--- src/rtl/core/itf_pkg.sv ---
// itf_pkg: shared types, character constants and helpers for the integer to text formatter
// no dependencies; imported by every module of the formatter
`default_nettype none

package itf_pkg;

	// conversion codes as carried in the item
	typedef enum logic [2:0] {
		CONV_SDEC = 3'd0,
		CONV_SOCT = 3'd1,
		CONV_UDEC = 3'd2,
		CONV_HEX  = 3'd3,
		CONV_PTR  = 3'd4
	} itf_conv_t;

	// digit layout selected when the digit register is loaded
	typedef enum logic [1:0] {
		RADIX_DEC,
		RADIX_OCT,
		RADIX_HEX
	} itf_radix_t;

	localparam int VALUE_W    = 64;
	localparam int NUM_SLOTS  = 22;              // octal of 2^64-1 needs 22 digits
	localparam int DIG_W      = NUM_SLOTS * 4;
	localparam int DEC_DIGITS = 20;
	localparam int DEC_W      = DEC_DIGITS * 4;
	localparam int OCT_DIGITS = 22;
	localparam int HEX_DIGITS = 16;
	localparam int NDIG_W     = 5;
	localparam int STEP_W     = 6;               // one dabble step per value bit

	localparam logic [7:0] CH_ZERO  = 8'h30;
	localparam logic [7:0] CH_SPACE = 8'h20;
	localparam logic [7:0] CH_MINUS = 8'h2D;
	localparam logic [7:0] CH_X     = 8'h78;
	localparam logic [7:0] CH_A     = 8'h41;

	typedef struct packed {
		logic [VALUE_W-1:0] value;
		logic [2:0]         conversion;
		logic [6:0]         field_width;
		logic               left_align;
		logic               zero_pad;
	} itf_in_t;

	typedef struct packed {
		logic [7:0] character;
		logic       last;
	} itf_out_t;

	// commands from the sequencer to the digit unit
	typedef struct packed {
		logic       load;
		itf_radix_t radix;
		logic       negate;
		logic       dabble;
		logic       shift;
	} itf_dcmd_t;

	function automatic logic [7:0] digit_char(input logic [3:0] d);
		logic [7:0] c;
		if (d < 4'd10) begin
			c = CH_ZERO + {4'h0, d};
		end else begin
			c = CH_A + {4'h0, d} - 8'd10;
		end
		return c;
	endfunction

endpackage

`default_nettype wire

--- src/rtl/core/integer_to_text_formatter_top.sv ---
// integer_to_text_formatter_top: printf-style integer formatter, one character per transfer
// depends on itf_pkg, itf_digit_unit, itf_seq
//
//  channel   signals                               direction  carries
//  item      item_valid / item_ready / item_data   in         value, conversion, width, flags
//  text      text_valid / text_ready / text_data   out        character, last
//
// sequence: decimal takes 64 double-dabble steps in the shared digit unit, then a zero strip
//   that keeps at least one digit, a sizing state and the characters, one per transfer
// octal and hex skip the dabble steps and strip leading zeros from 22 and 16 digits
// the field width is clamped to MAX_FIELD_WIDTH; an unknown conversion is taken and dropped
// reset clears the sequencer and the output valid flag; output data and digit storage are not reset
// a stalled text channel holds the sequencer; a new item is taken only when it is idle
`default_nettype none

module integer_to_text_formatter_top #(
	parameter int MAX_FIELD_WIDTH = 64
) (
	input  wire logic              clk,
	input  wire logic              arst_n,
	input  wire logic              item_valid,
	output logic                   item_ready,
	input  wire itf_pkg::itf_in_t  item_data,
	output logic                   text_valid,
	input  wire logic              text_ready,
	output itf_pkg::itf_out_t      text_data
);
	import itf_pkg::*;

	itf_dcmd_t  dcmd;
	logic [3:0] top_digit;
	logic       emit;
	logic       emit_ok;
	itf_out_t   emit_data;
	logic       text_valid_q;
	itf_out_t   text_data_q;

	// shared digit register: bcd dabble, octal/hex load, digit shift
	itf_digit_unit u_digit (
		.clk       (clk),
		.cmd       (dcmd),
		.value     (item_data.value),
		.top_digit (top_digit)
	);

	// sequencer: conversion, zero strip, sizing, then pad / sign / prefix / digits / pad
	itf_seq #(
		.MAX_FIELD_WIDTH (MAX_FIELD_WIDTH)
	) u_seq (
		.clk        (clk),
		.arst_n     (arst_n),
		.item_valid (item_valid),
		.item       (item_data),
		.item_ready (item_ready),
		.top_digit  (top_digit),
		.emit_ok    (emit_ok),
		.emit       (emit),
		.emit_data  (emit_data),
		.dcmd       (dcmd)
	);

	// output register: refilled in the same cycle its transfer completes
	assign emit_ok = !text_valid_q || text_ready;

	always_ff @(posedge clk or negedge arst_n) begin
		if (!arst_n) begin
			text_valid_q <= 1'b0;
		end else if (emit && emit_ok) begin
			text_valid_q <= 1'b1;
		end else if (text_ready) begin
			text_valid_q <= 1'b0;
		end
	end

	always_ff @(posedge clk) begin
		if (emit && emit_ok) begin
			text_data_q <= emit_data;
		end
	end

	assign text_valid = text_valid_q;
	assign text_data  = text_data_q;

endmodule

`default_nettype wire

--- src/rtl/core/itf_digit_unit.sv ---
// itf_digit_unit: digit register with one shared shift / add-3 step unit
// depends on itf_pkg
`default_nettype none

module itf_digit_unit (
	input  wire logic                       clk,
	input  wire itf_pkg::itf_dcmd_t         cmd,
	input  wire logic [itf_pkg::VALUE_W-1:0] value,
	output logic [3:0]                      top_digit
);
	import itf_pkg::*;

	logic [DIG_W-1:0]   dig_q;
	logic [VALUE_W-1:0] bin_q;
	logic [VALUE_W-1:0] mag;
	logic [VALUE_W+1:0] mag_ext;
	logic [DIG_W-1:0]   oct_img;
	logic [DEC_W-1:0]   adj;

	always_comb begin
		mag     = cmd.negate ? (VALUE_W'(0) - value) : value;
		mag_ext = {2'b00, mag};
		for (int i = 0; i < NUM_SLOTS; i++) begin
			oct_img[4*i +: 4] = {1'b0, mag_ext[3*i +: 3]};
		end
	end

	// add 3 to every bcd digit of 5 or more before the shift
	always_comb begin
		for (int i = 0; i < DEC_DIGITS; i++) begin
			if (dig_q[DIG_W-DEC_W+4*i +: 4] >= 4'd5) begin
				adj[4*i +: 4] = dig_q[DIG_W-DEC_W+4*i +: 4] + 4'd3;
			end else begin
				adj[4*i +: 4] = dig_q[DIG_W-DEC_W+4*i +: 4];
			end
		end
	end

	always_ff @(posedge clk) begin
		if (cmd.load) begin
			bin_q <= mag;
			unique case (cmd.radix)
				RADIX_OCT: dig_q <= oct_img;
				RADIX_HEX: dig_q <= {mag, (DIG_W-VALUE_W)'(0)};
				default:   dig_q <= '0;
			endcase
		end else if (cmd.dabble) begin
			dig_q[DIG_W-1 -: DEC_W] <= {adj[DEC_W-2:0], bin_q[VALUE_W-1]};
			bin_q                   <= {bin_q[VALUE_W-2:0], 1'b0};
		end else if (cmd.shift) begin
			dig_q <= {dig_q[DIG_W-5:0], 4'h0};
		end
	end

	assign top_digit = dig_q[DIG_W-1 -: 4];

endmodule

`default_nettype wire

--- src/rtl/core/itf_seq.sv ---
// itf_seq: sequencer that steers the digit unit and builds the character stream
// depends on itf_pkg
`default_nettype none

module itf_seq #(
	parameter int MAX_FIELD_WIDTH = 64
) (
	input  wire logic               clk,
	input  wire logic               arst_n,
	input  wire logic               item_valid,
	input  wire itf_pkg::itf_in_t   item,
	output logic                    item_ready,
	input  wire logic [3:0]         top_digit,
	input  wire logic               emit_ok,
	output logic                    emit,
	output itf_pkg::itf_out_t       emit_data,
	output itf_pkg::itf_dcmd_t      dcmd
);
	import itf_pkg::*;

	localparam int CNT_W = $clog2(MAX_FIELD_WIDTH + 1);

	typedef enum logic [3:0] {
		S_IDLE,
		S_DABBLE,
		S_NORM,
		S_SIZE,
		S_PAD_PRE,
		S_SIGN,
		S_PFX0,
		S_PFX1,
		S_DIGITS,
		S_PAD_POST
	} state_t;

	state_t             state_q;
	state_t             head_c;
	logic               neg_q;
	logic               ptr_q;
	logic               left_q;
	logic               zpad_q;
	logic [CNT_W-1:0]   width_q;
	logic [CNT_W-1:0]   pad_q;
	logic [CNT_W-1:0]   rem_q;
	logic [NDIG_W-1:0]  ndig_q;
	logic [STEP_W-1:0]  step_q;
	logic               is_signed;
	logic               valid_conv;
	logic [CNT_W-1:0]   width_c;
	logic [NDIG_W-1:0]  len_c;
	logic [CNT_W-1:0]   lenw_c;
	logic [CNT_W-1:0]   pad_c;
	logic [CNT_W-1:0]   total_c;
	logic               fire;

	always_comb begin
		is_signed  = (item.conversion == CONV_SDEC) || (item.conversion == CONV_SOCT);
		valid_conv = (item.conversion <= CONV_PTR);
		if (item.field_width > 7'(MAX_FIELD_WIDTH)) begin
			width_c = CNT_W'(MAX_FIELD_WIDTH);
		end else begin
			width_c = CNT_W'(item.field_width);
		end

		len_c   = ndig_q + {{(NDIG_W-1){1'b0}}, neg_q} + {{(NDIG_W-2){1'b0}}, ptr_q, 1'b0};
		lenw_c  = CNT_W'(len_c);
		pad_c   = (width_q > lenw_c) ? (width_q - lenw_c) : '0;
		total_c = (width_q > lenw_c) ? width_q : lenw_c;

		if (neg_q) begin
			head_c = S_SIGN;
		end else if (ptr_q) begin
			head_c = S_PFX0;
		end else begin
			head_c = S_DIGITS;
		end
	end

	assign item_ready = (state_q == S_IDLE);

	always_comb begin
		emit_data.last = (rem_q == CNT_W'(1));
		unique case (state_q)
			S_PAD_PRE: begin
				emit                = 1'b1;
				emit_data.character = zpad_q ? CH_ZERO : CH_SPACE;
			end
			S_SIGN: begin
				emit                = 1'b1;
				emit_data.character = CH_MINUS;
			end
			S_PFX0: begin
				emit                = 1'b1;
				emit_data.character = CH_ZERO;
			end
			S_PFX1: begin
				emit                = 1'b1;
				emit_data.character = CH_X;
			end
			S_DIGITS: begin
				emit                = 1'b1;
				emit_data.character = digit_char(top_digit);
			end
			S_PAD_POST: begin
				emit                = 1'b1;
				emit_data.character = CH_SPACE;
			end
			default: begin
				emit                = 1'b0;
				emit_data.character = CH_SPACE;
			end
		endcase
		fire = emit && emit_ok;
	end

	always_comb begin
		dcmd.load   = item_valid && (state_q == S_IDLE);
		dcmd.negate = is_signed && item.value[VALUE_W-1];
		if ((item.conversion == CONV_SDEC) || (item.conversion == CONV_UDEC)) begin
			dcmd.radix = RADIX_DEC;
		end else if (item.conversion == CONV_SOCT) begin
			dcmd.radix = RADIX_OCT;
		end else begin
			dcmd.radix = RADIX_HEX;
		end
		dcmd.dabble = (state_q == S_DABBLE);
		dcmd.shift  = ((state_q == S_NORM) && (ndig_q > NDIG_W'(1)) && (top_digit == 4'h0))
			|| ((state_q == S_DIGITS) && fire);
	end

	always_ff @(posedge clk or negedge arst_n) begin
		if (!arst_n) begin
			state_q <= S_IDLE;
			neg_q   <= 1'b0;
			ptr_q   <= 1'b0;
			left_q  <= 1'b0;
			zpad_q  <= 1'b0;
			width_q <= '0;
			pad_q   <= '0;
			rem_q   <= '0;
			ndig_q  <= '0;
			step_q  <= '0;
		end else begin
			if (fire) begin
				rem_q <= rem_q - CNT_W'(1);
			end
			unique case (state_q)
				S_IDLE: begin
					if (item_valid && valid_conv) begin
						neg_q   <= dcmd.negate;
						ptr_q   <= (item.conversion == CONV_PTR);
						left_q  <= item.left_align;
						zpad_q  <= item.zero_pad;
						width_q <= width_c;
						step_q  <= '0;
						unique case (dcmd.radix)
							RADIX_DEC: begin
								ndig_q  <= NDIG_W'(DEC_DIGITS);
								state_q <= S_DABBLE;
							end
							RADIX_OCT: begin
								ndig_q  <= NDIG_W'(OCT_DIGITS);
								state_q <= S_NORM;
							end
							default: begin
								ndig_q  <= NDIG_W'(HEX_DIGITS);
								state_q <= S_NORM;
							end
						endcase
					end
				end
				S_DABBLE: begin
					step_q <= step_q + STEP_W'(1);
					if (step_q == '1) begin
						state_q <= S_NORM;
					end
				end
				S_NORM: begin
					// drop leading zero digits, keep at least one
					if (dcmd.shift) begin
						ndig_q <= ndig_q - NDIG_W'(1);
					end else begin
						state_q <= S_SIZE;
					end
				end
				S_SIZE: begin
					pad_q <= pad_c;
					rem_q <= total_c;
					if (!left_q && (pad_c != '0)) begin
						state_q <= S_PAD_PRE;
					end else begin
						state_q <= head_c;
					end
				end
				S_PAD_PRE: begin
					if (fire) begin
						pad_q <= pad_q - CNT_W'(1);
						if (pad_q == CNT_W'(1)) begin
							state_q <= head_c;
						end
					end
				end
				S_SIGN: begin
					if (fire) begin
						state_q <= S_DIGITS;
					end
				end
				S_PFX0: begin
					if (fire) begin
						state_q <= S_PFX1;
					end
				end
				S_PFX1: begin
					if (fire) begin
						state_q <= S_DIGITS;
					end
				end
				S_DIGITS: begin
					if (fire) begin
						ndig_q <= ndig_q - NDIG_W'(1);
						if (ndig_q == NDIG_W'(1)) begin
							state_q <= (left_q && (pad_q != '0)) ? S_PAD_POST : S_IDLE;
						end
					end
				end
				S_PAD_POST: begin
					if (fire) begin
						pad_q <= pad_q - CNT_W'(1);
						if (pad_q == CNT_W'(1)) begin
							state_q <= S_IDLE;
						end
					end
				end
				default: begin
					state_q <= S_IDLE;
				end
			endcase
		end
	end

endmodule

`default_nettype wire

--- config.mk ---
export PLATFORM = sky130hd
export DESIGN_NAME = integer_to_text_formatter_top
export DESIGN_NICKNAME = d
export VERILOG_FILES = /design/src/rtl/core/itf_pkg.sv /design/src/rtl/core/integer_to_text_formatter_top.sv /design/src/rtl/core/itf_digit_unit.sv /design/src/rtl/core/itf_seq.sv
export SDC_FILE = /design/constraint.sdc
export NUM_CORES = 1
export LEC_CHECK = 0
export ABC_CLOCK_PERIOD_IN_PS = 3610
export BUFFER_PORTS_ARGS = -buffer_cell sky130_fd_sc_hd__buf_2
export CAP_MARGIN = 20
export CORE_UTILIZATION = 51
export CTS_CLUSTER_DIAMETER = 100
export DETAILED_ROUTE_END_ITERATION = 10
export HOLD_SLACK_MARGIN = 0.1
export PLACE_DENSITY = 0.72
export RECOVER_POWER = 100
export SLEW_MARGIN = 30
export SYNTH_ARGS = -nofsm -noshare
export SYNTH_HDL_FRONTEND = slang
export SYNTH_SLANG_ARGS = --single-unit
export TNS_END_PERCENT = 50
--- constraint.sdc ---
create_clock -name clk -period 3.61 [get_ports clk]
set_clock_uncertainty 0.1 [all_clocks]
set_input_delay 0.722 -clock clk [delete_from_list [all_inputs] [get_ports clk]]
set_output_delay 0.722 -clock clk [all_outputs]
set_load 0.01 [all_outputs]
==> results.yml <==
timing:
  rsz0062_at_grt: "true"
  finalHoldViolCount: 0
  slew_headroom_pct: -48.5
  fin_crit_sh_pct: 96.5
  setup_tns_ns: 0
  period_minus_slack_ns: 3.49
  setup_viol: 0
  whs_ns: 0.397
  worst_slew_pin_slew_ns: 2.23
  slew_viol_final: 42
  max_freq_mhz: 287
critical_path:
  crit_fanout: 7
  crit_cells: 12
  crit_path_top_delay_cell: "dfrtp_1"
  critPathBufInv: 1
  cp_slowest_stage_delay_ns: 0.44
  cp-start-kind: "flip-flop"
  crit_family: "adder cells"
  arrival_ns: 3.72
  rrSetupSlack_ns: 0.12
  worstSetupPathType: "reg -> reg"
  cp-end-kind: "flip-flop"
  cp.required_ns: 3.85
  crit_chain: "ha_1 -> fa_1 -> xnor2_1 -> ha_1 -> a21oi_2 -> nand3_1 -> a211oi_2 -> a211oi_2 -> buf_4 -> nand2_1 -> nor2_1 -> o32a_1"
  worstRegToRegCells: 12
clocking:
  cts_made_buffers: 17
  root_buffer: "clkbuf_16"
  clkSinkCount: 199
  cts_tree: "done"
  post_cts.repair.setup_buffers: 0
  clk_pin_slew_ns: 0.09
  clock_path_buffers: 2
  h-tree-depth: 4
  cts_resized: 0
  holdBufCountCts: 0
  insertion_delay_ns: 0.45
global_routing:
  grt_pass1_wl_um: 57900
  grt_usage_pct: 27.5
  grt_pass1_vias: 10900
  antenna_found_initial: 1
  grt_overflow: 0
  grt_max_degree: 119
finish:
  drive_gt1_share_pct: 10.7
  final_cells: 1890
  area_delta_synth_final_pct: 10.9
  nNetsFinal: 1679
  antenna_cells: 0
  layout_commonest_cell: "edfxtp_1"
  mostFrequentLayoutCells: "158 x edfxtp_1, 150 x o21ai_0, 130 x nand2_1"
logic_synthesis:
  synthXorXnorAreaFrac_pct: 6.68
  synth_edf_count: 158
  ys_seq_area_share_pct: 42.8
  synth_async_sr_flop_share_pct: 20.6
  synth_mux_area_share_pct: 0.640
  syn_area_mm2: 0.0135
  synth_fa_ha_area_share_pct: 5.47
  synth_top_family_by_area: "compound AO/OA/AOI/OAI gates"
  synth_compound_area_share_pct: 22.0
  synth_top_area_share_pct: 35.2
  syn_nets: 1606
  synth-simple-area-share_pct: 18.2
  synth_cell_types: 80
  ys_warn_count: 0
  ys_seq_elements: 199
  ys.flop_type: "edfxtp_1"
  syn_inst: 1469
  syn_avg_cell_area_um2: 9.18
  yosys-top-cells-area: "edfxtp_1 35%, dfrtp_1 7.6%, o21ai_0 5.6%, ha_1 5.1%, a21oi_1 4.6%"
  synth_top_area_cell: "edfxtp_1"
placement:
  dp_hpwl_um: 25500
  dp.cells: 1858
  port-buffer-count: 89
  place.gp.congestion: 0.901
die:
  die_h_um: 165
  start_util_pct: 51.9
  core_area_mm2: 0.0260
  dieArea_mm2: 0.0271
  ioPinCount: 91
  num_rows: 59
  die_w_um: 165
route:
  drt-total-wl_um: 37000
  wl_per_cell_um: 19.6
  drc_errors: 0
  drtAntennaViolNets: 0
  wl_met1_um: 16000
  dr.first_iter.drc_count: 1172
  avgViaCountPerCell: 6.28
  top_layer_used: "met5"
  dr.pass1.iters: 8
  met2_length_um: 17300
  routed-wl-met3_um: 2790
  vias: 11900
power_and_ir_drop:
  power_density_mw_per_mm2: 968
  ir_drop_mv: 0.458
  leakage_nw: 5.62
outcome:
  status: "complete, but fails checks"
  violations: "capacitance limit, slew limit"
job:
  drv_cap: 1
worst_hold_path:
  hold_path_class: "reg -> reg"
  whs_path_depth: 1
==> per-layer routing <==
layer / global-route usage (%) / vias to the layer above
met5: 0 / -
met4: 9.17 / 2
met3: 3.82 / 67
met2: 43.9 / 497
met1: 38.4 / 5697
li1: - / 5602
==> worst reg2reg max path, delay by kind of cell (launching register included) <==
family                     cells  cell delay, ns
AOI/OAI and AO/OA              4            0.95
xor gates and xnor gates       1            0.24
adders and majority gates      3            1.01
buffers and inverters          1            0.17
DFF                            1            0.44
and+or+nand+nor                3            0.47
==> Yosys cell counts (all sizes together) (3+ instances only) <==
library cell and n:
or4 8, buf 11, o211ai 12, a221o 3
and2 6, nor2b 15, or3 17, mux2 5
a31oi 32, xnor2 67, dfrtp 41, mux2i 3
inv 69, a21o 14, ha 55, nand3 35
nor4b 9, o31ai 17, clkbuf 67, a21oi 124
nand4 5, a22o 3, a222oi 9, xor2 35
nor3b 33, o31a 4, and3 4, o41ai 9
or2 5, edfxtp 158, o21ai 150, nor2 123
a22oi 21, o22ai 4, nor4 11, a221oi 3
nand2 132, a211oi 9, nor3 40, nand2b 32
o221ai 36
==> power by group <==
| part | internal (W) | total [W] | switching, W |
|---|---|---|---|
| clock network | 0.00100 | 0.00203 | 0.00103 |
| logic | 0.00281 | 0.00714 | 0.00433 |
| registers | 0.00426 | 0.00533 | 0.00107 |
| total | 0.00807 | 0.0145 | 0.00642 |
==> flip-flops by register name (all words and copies together) (netlist names) <==
signal / flops
u_seq.ndig_q: 5
u_seq.neg_q: 1
u_digit.bin_q: 64
text_valid: 1
u_seq.pad_q: 7
u_seq.width_q: 7
u_seq.ptr_q: 1
u_seq.state_q: 4
u_seq.left_q: 1
u_digit.dig_q: 86
u_seq.step_q: 6
u_seq.zpad_q: 1
text_data: 8
u_seq.rem_q: 7
==> kinds of logic after synthesis <==
group / after synthesis
AO/OA/AOI/OAI: 473
flip-flops: 199
XOR/XNOR: 102
other: 1
AND/OR/NAND/NOR: 481
buffers and inverters: 147
adder cells (fa/ha/maj): 58
multiplexers: 8
==> final timing paths <==
kind / startpoint / to
worst max-delay path: u_seq.ndig_q[0] / u_seq.pad_q[4]
worst min-delay path: u_seq.step_q[5] / u_seq.step_q[5]
worst max register to register: u_seq.ndig_q[0] / u_seq.pad_q[4]
worst min register to register: u_seq.step_q[5] / u_seq.step_q[5]
max in group asynchronous: arst_n / u_seq.ndig_q[1]
min in group asynchronous: arst_n / u_seq.rem_q[6]
==> area by class of cell <==
| class | instances | area (µm²) |
|---|---|---|
| fillers | 2335 | 11000 |
| multi-input cells | 1123 | 7180 |
| flip-flops and latches | 199 | 5770 |
| repair buffers | 132 | 728 |
| clock buffers | 17 | 425 |
| well taps | 335 | 419 |
| inverters | 69 | 259 |
| clock inverters | 15 | 183 |
==> stage by stage <==
step / instance area (µm²) / setup slack (ns) / utilization [%] / power [W]
after CTS: 15000 / 0.142 / 57.9 / 0.0144
final: 15000 / 0.125 / 57.6 / 0.0145
after global placement: 14400 / 0.187 / 55.6 / 0.0121
after floorplan: 13500 / -0.429 / - / 0.0103
after detailed placement: 14400 / 0.105 / 55.6 / 0.0123
after global routing: 15000 / -0.0603 / 57.6 / 0.0156
No activity file was read; power rests on OpenSTA's default activity.
